===== config.mk =====
export PLATFORM = sky130hd
export DESIGN_NAME = prm_math
export DESIGN_NICKNAME = d
export VERILOG_FILES = /design/src/rtl/prm_pkg.sv /design/src/rtl/prm_math.sv
export SDC_FILE = /design/constraint.sdc
export NUM_CORES = 1
export LEC_CHECK = 0
export BUFFER_PORTS_ARGS = -buffer_cell sky130_fd_sc_hd__clkbuf_2
export CAP_MARGIN = 10
export CORE_ASPECT_RATIO = 1.25
export CORE_MARGIN = 8
export CORE_UTILIZATION = 60
export CTS_CLUSTER_SIZE = 20
export DETAILED_ROUTE_END_ITERATION = 12
export PLACE_DENSITY_LB_ADDON = 0.2
export SYNTH_ARGS = -nofsm -noshare
export SYNTH_HDL_FRONTEND = slang
export SYNTH_SLANG_ARGS = --single-unit

===== constraint.sdc =====
create_clock -name clk -period 9.9 [get_ports clk]
set_input_delay 0.495 -clock clk [delete_from_list [all_inputs] [get_ports clk]]
set_output_delay 0.495 -clock clk [all_outputs]
set_load 0.02 [all_outputs]

===== src/rtl/prm_pkg.sv =====
package prm_pkg;

	localparam int MAX_ASSETS_DEF = 32;

	// input opcodes
	localparam logic [1:0] OP_ASSET   = 2'd0;
	localparam logic [1:0] OP_CORR    = 2'd1;
	localparam logic [1:0] OP_COMPUTE = 2'd2;

	// configuration register indexes
	localparam logic CFG_ASSET_COUNT = 1'b0;
	localparam logic CFG_RISK_FREE   = 1'b1;

	localparam int VAR_W = 48;
	localparam int VOL_W = 24;

	typedef struct packed {
		logic               start;
		logic [VAR_W-1:0]   variance;
		logic signed [32:0] excess;
	} prm_math_req_t;

	typedef struct packed {
		logic               done;
		logic [VOL_W-1:0]   vol;
		logic signed [31:0] sharpe;
		logic               undef;
		logic               sat;
	} prm_math_rsp_t;

endpackage


===== src/rtl/prm_math.sv =====
module prm_math (
	input  logic                   clk,
	input  logic                   arst_n,
	input  prm_pkg::prm_math_req_t req,
	output prm_pkg::prm_math_rsp_t rsp
);
	import prm_pkg::*;

	localparam logic [1:0] M_IDLE = 2'd0;
	localparam logic [1:0] M_SQRT = 2'd1;
	localparam logic [1:0] M_DIV  = 2'd2;
	localparam logic [1:0] M_DONE = 2'd3;

	logic [1:0]       mstate_q;
	logic [5:0]       cnt_q;
	logic [47:0]      x_q;
	logic [25:0]      rem_q;
	logic [23:0]      root_q;
	logic             neg_q;
	logic [48:0]      num_q;
	logic [24:0]      drem_q;
	logic [48:0]      quo_q;
	prm_math_rsp_t    rsp_q;

	logic [27:0] sq_sh, sq_t, sq_diff;
	logic        sq_ge;
	logic [25:0] dv_sh, dv_d, dv_diff;
	logic        dv_ge;
	logic [32:0] ex_mag;

	assign sq_sh   = {rem_q, x_q[47:46]};
	assign sq_t    = {2'b00, root_q, 2'b01};
	assign sq_ge   = sq_sh >= sq_t;
	assign sq_diff = sq_sh - sq_t;

	assign dv_sh   = {drem_q, num_q[48]};
	assign dv_d    = {2'b00, root_q};
	assign dv_ge   = dv_sh >= dv_d;
	assign dv_diff = dv_sh - dv_d;

	assign ex_mag = req.excess[32] ? 33'(-req.excess) : 33'(req.excess);

	assign rsp = rsp_q;

	always_ff @(posedge clk or negedge arst_n) begin
		if (!arst_n) begin
			mstate_q <= M_IDLE;
			cnt_q    <= '0;
			rsp_q    <= '0;
		end else begin
			rsp_q.done <= 1'b0;
			case (mstate_q)
				M_IDLE: begin
					if (req.start) begin
						cnt_q    <= 6'd23;
						mstate_q <= M_SQRT;
					end
				end
				M_SQRT: begin
					if (cnt_q == '0) begin
						cnt_q    <= 6'd48;
						mstate_q <= M_DIV;
					end else begin
						cnt_q <= cnt_q - 6'd1;
					end
				end
				M_DIV: begin
					// zero volatility leaves the ratio undefined
					if (root_q == '0 || cnt_q == '0) begin
						mstate_q <= M_DONE;
					end else begin
						cnt_q <= cnt_q - 6'd1;
					end
				end
				M_DONE: begin
					rsp_q.done  <= 1'b1;
					rsp_q.vol   <= root_q;
					rsp_q.undef <= (root_q == '0);
					if (neg_q) begin
						if (quo_q > 49'h0_8000_0000) begin
							rsp_q.sharpe <= 32'sh8000_0000;
							rsp_q.sat    <= 1'b1;
						end else begin
							rsp_q.sharpe <= 32'(-quo_q);
							rsp_q.sat    <= 1'b0;
						end
					end else begin
						if (quo_q > 49'h0_7FFF_FFFF) begin
							rsp_q.sharpe <= 32'sh7FFF_FFFF;
							rsp_q.sat    <= 1'b1;
						end else begin
							rsp_q.sharpe <= quo_q[31:0];
							rsp_q.sat    <= 1'b0;
						end
					end
					mstate_q <= M_IDLE;
				end
				default: mstate_q <= M_IDLE;
			endcase
		end
	end

	always_ff @(posedge clk) begin
		case (mstate_q)
			M_IDLE: begin
				x_q    <= req.variance;
				rem_q  <= '0;
				root_q <= '0;
				neg_q  <= req.excess[32];
				num_q  <= {ex_mag, 16'd0};
				drem_q <= '0;
				quo_q  <= '0;
			end
			M_SQRT: begin
				// one result bit per cycle, two radicand bits in
				x_q <= {x_q[45:0], 2'b00};
				if (sq_ge) begin
					rem_q  <= sq_diff[25:0];
					root_q <= {root_q[22:0], 1'b1};
				end else begin
					rem_q  <= sq_sh[25:0];
					root_q <= {root_q[22:0], 1'b0};
				end
			end
			M_DIV: begin
				if (root_q != '0) begin
					num_q  <= {num_q[47:0], 1'b0};
					drem_q <= dv_ge ? dv_diff[24:0] : dv_sh[24:0];
					quo_q  <= {quo_q[47:0], dv_ge};
				end
			end
			default: begin
			end
		endcase
	end

endmodule


==> impl.org <==
** Detailed routing
- Via total after detailed routing :: 11500
- After detailed routing, the average wire length per cell comes to 18.2 um.
- Ratio of routed vias to standard cells :: 6.00
- Summed over all layers, the routed wires come to 34.9 mm.
- Violation count after the first detailed-route iteration :: 1022
- Number of nets still failing antenna checks after routing :: 0
- In the routed design, unresolved DRC markers number 0.
- Detailed Routing Iterations Pass 1 :: 7

** Setup path
- Arrival time at the worst endpoint :: 4090 ps
- Cell family with most CP delay :: compound AO/OA/AOI/OAI gates
- Cell with the most instances on the worst path :: sky130_fd_sc_hd__o21ai_0
- Maximum single-stage delay on the critical path :: 520 ps
- Worst r2r src :: root_q[0]
- Crit-path cells :: inv_1 > ha_1 > nor2b_1 > o21ai_0 > a21boi_0 > o21ai_0 > o31ai_1 > a21oi_1 > a21o_1 > buf_4 > mux2i_1 > nor2_1
- The worst register-to-register path has a setup slack of 6070 ps.
- In this run the worst path has a maximum fanout of 21.
- The worst register-to-register path ends at rem_q[5].
- The critical path contains buffers and inverters numbering 2 combined.
- The worst setup path is of the register to register kind.
- Kind of capture point of the worst setup path :: register
- The worst setup path is launched from a register.
- Counting cells, the worst reg-to-reg path comes to 12.
- The slowest stage of the critical path is the sky130_fd_sc_hd__o21ai_0 cell.
- Data on the critical path is required at its endpoint by 10160 ps.

** Floorplanning
- The die is 159 um wide.
- Placeable core region :: 0.0252 mm^2
- Row generation in the floorplan step produced 65 rows.
- Vertical die dimension :: 195 um
- Initial standard-cell utilization of the core :: 0.610
- Total Die Area :: 0.0310 mm^2
- Count of boundary I/O pins :: 143

** Logic synthesis
- Post-synthesis area per instance :: 10.6 um^2
- Cell accounting for the most synthesized area :: sky130_fd_sc_hd__edfxtp_1
- After synthesis, the cell types taking the most area are sky130_fd_sc_hd__edfxtp_1 (40%), sky130_fd_sc_hd__dfrtp_1 (11%), sky130_fd_sc_hd__mux2_2 (5.6%).
- Cell variety after synth :: 69
- When the netlist entered floorplanning its net count stood at 1588.
- For this run, the leading register cell type out of synthesis is sky130_fd_sc_hd__edfxtp_1.
- Number of synthesized flops with an enable pin :: 206
- Post-synth ARST share :: 0.245
- The share of synthesized area in the top cell type comes to 0.402.
- Synthesis inferred 273 register bits.
- Number of warning messages in the yosys log :: 0
- The mapped netlist covers 0.0154 mm^2.
- Counting every instance in the synthesized netlist gives 1445.
- Part of the Yosys area used for sequential elements :: 0.511

** STA
- Setup violations remaining at the end of the flow were counted as 0.
- Share of the clock period used by the worst path after layout :: 0.386
- At the pin with the least slew margin, the transition time is 1130 ps.
- The max-slew violation total from the final report came to 0.
- Max Clock Freq :: 261 MHz
- Minimum clock period after layout :: 3830 ps
- Headroom to the max-slew limit came out at 0.245.
- Final hold violation count :: 0
- RSZ-0062 raised after global routing :: no
- For the final database, setup skew stands at 10.3 ps.
- Final-layout setup total negative slack :: 0 ps

** Place
- The HPWL after detailed placement is 24.1 mm.
- Total placed instance area :: 0.0164 mm^2
- Buffers on Ports :: 142
- The congestion estimate from routability-driven global placement came to 0.900.

** Clocking
- Number of buffers inserted to repair setup after CTS :: 0
- CTS built an H-tree with a depth of 1.
- TritonCTS built the clock tree.
- Clock net sink count :: 273
- After clock tree synthesis, the flow added hold-fix buffers numbering 0.
- Max clock buf depth :: 3
- Reg clk slew, reported paths :: 60 ps
- Cts bufs inserted :: 28
- In this run, post-CTS repair resized a total of 0 instances.
- Insertion delay to the later sink of the worst-skew pair :: 540 ps
- In this run the clock root is driven by a sky130_fd_sc_hd__clkbuf_16.

** Finish
- The library cells used most frequently in the layout, excluding fill and tap cells, are sky130_fd_sc_hd__edfxtp_1 (206), sky130_fd_sc_hd__clkbuf_2 (141), sky130_fd_sc_hd__nor2_1 (135).
- Total inserted antenna cells :: 0
- Leading cell type in the layout, fill and taps excluded :: sky130_fd_sc_hd__edfxtp_1
- The area growth from synthesis to layout is 13.1%.
- The final layout contains 1700 nets.
- Of the cells placed in the final design, the portion with a size suffix greater than 1 is 0.191.
- Area taken by multi-input logic gates :: 0.00705 mm^2
- Counting the fill cells in the layout gives 1927.
- Final cell area excluding filler cells :: 0.0174 mm^2
- In the final layout, flip-flops and latches occupy 0.00786 mm^2.

** Pwr
- Peak supply drop :: 268 uV
- Power spread over the standard cell area amounts to 424 mW/mm^2.
- Static leakage :: 7.08 nW

** Run status
- Outcome :: finished clean

** Global routing
- Summed over all layers, the global routing overflow is 0.
- Entering global routing, the biggest net connects 93 pins.
- Via count of the first global-routing pass :: 11400
- In the global route stage, overall resource usage came out at 0.217.
- Antenna violations before repair :: 0
- The first global-routing pass estimated 56.8 mm of wire.

** Flow run
- # Max-Cap Violations :: 0

** Min path
- Class of the most critical hold timing path :: input pin to async pin
power by group:
group / internal, mW / total, mW / switching [mW]
Combinational: 1.50 / 3.73 / 2.23
Clock: 0.718 / 1.16 / 0.444
Sequential: 2.09 / 2.49 / 0.393
Total: 4.31 / 7.38 / 3.06
state kept, by name, summed over array words and instances (netlist names):
name      cells
rem_q        26
root_q       24
neg_q         1
mstate_q      2
rsp          59
x_q          48
drem_q       25
quo_q        49
cnt_q         6
num_q        33
layout make-up:
cell class | count | area share
Sequential cell | 273 | 0.452
Clock buffer | 41 | 0.0504
Timing Repair Buffer | 151 | 0.0449
Clock inverter | 11 | 0.00935
Inverter | 64 | 0.0138
Multi-Input combinational cell | 1039 | 0.405
Tap cell | 335 | 0.0241
synthesized netlist by cell type, types with 30 or more instances:
cell and count:
sky130_fd_sc_hd__a21o_1 32, sky130_fd_sc_hd__a21oi_1 77, sky130_fd_sc_hd__and2_1 51, sky130_fd_sc_hd__clkbuf_1 61, sky130_fd_sc_hd__dfrtp_1 67, sky130_fd_sc_hd__edfxtp_1 206, sky130_fd_sc_hd__ha_1 58, sky130_fd_sc_hd__inv_1 63
sky130_fd_sc_hd__mux2_2 76, sky130_fd_sc_hd__mux2i_1 38, sky130_fd_sc_hd__nand2_1 103, sky130_fd_sc_hd__nor2_1 135, sky130_fd_sc_hd__nor2b_1 30, sky130_fd_sc_hd__nor3_1 33, sky130_fd_sc_hd__o21ai_0 93, sky130_fd_sc_hd__xnor2_1 41
sky130_fd_sc_hd__xor2_1 32
cells by family after synthesis:
kind of cell / count (synthesis) / share of synthesized area
AND/OR/NAND/NOR: 476 / 0.155
AO/OA/AOI/OAI: 316 / 0.129
flip-flops: 273 / 0.511
buffers and inverters: 133 / 0.0330
multiplexers: 115 / 0.0811
XOR/XNOR: 73 / 0.0416
adder cells (fa/ha/maj): 59 / 0.0485
worst max-delay path by stage:
stage,startpoint,end,slack (ps),depth (start not counted)
after floorplan,mstate_q[0],drem_q[0],3100,5
after global placement,root_q[0],rem_q[21],6280,12
after detailed placement,root_q[0],rem_q[5],6120,12
after CTS,root_q[0],rem_q[9],6090,12
after global routing,root_q[0],rem_q[5],5720,12
final,root_q[0],rem_q[5],6070,12
layer usage:
metal / wire [um] / part of all wire / global-route usage
met1: 14800 / 0.42 / 0.274
met2: 17200 / 0.49 / 0.371
met3: 1660 / 0.048 / 0.0313
met4: 1220 / 0.035 / 0.0865
met5: 0 / 0 / 0
worst register-to-register path: stages, from the launching register on:
cell and delay (ps):
sky130_fd_sc_hd__edfxtp_1 450, sky130_fd_sc_hd__inv_1 110, sky130_fd_sc_hd__ha_1 270, sky130_fd_sc_hd__nor2b_1 150, sky130_fd_sc_hd__o21ai_0 180, sky130_fd_sc_hd__a21boi_0 170, sky130_fd_sc_hd__o21ai_0 520, sky130_fd_sc_hd__o31ai_1 280
sky130_fd_sc_hd__a21oi_1 260, sky130_fd_sc_hd__a21o_1 410, sky130_fd_sc_hd__buf_4 420, sky130_fd_sc_hd__mux2i_1 260, sky130_fd_sc_hd__nor2_1 70
metrics by stage:
| stage | hold WS (ps) | utilization | setup slack (ps) | cells | power [mW] |
|---|---|---|---|---|---|
| floorplan | 199 | - | 3100 | 1445 | 5.31 |
| CTS | 120 | 0.690 | 6090 | 1914 | 7.40 |
| detailed placement | 496 | 0.649 | 6120 | 1862 | 6.18 |
| finish | 99.7 | 0.690 | 6070 | 1914 | 7.38 |
| global placement | 490 | 0.649 | 6280 | 1862 | 6.07 |
| global route | 167 | 0.690 | 5720 | 1914 | 7.91 |
(Power assumes the default switching activity.)
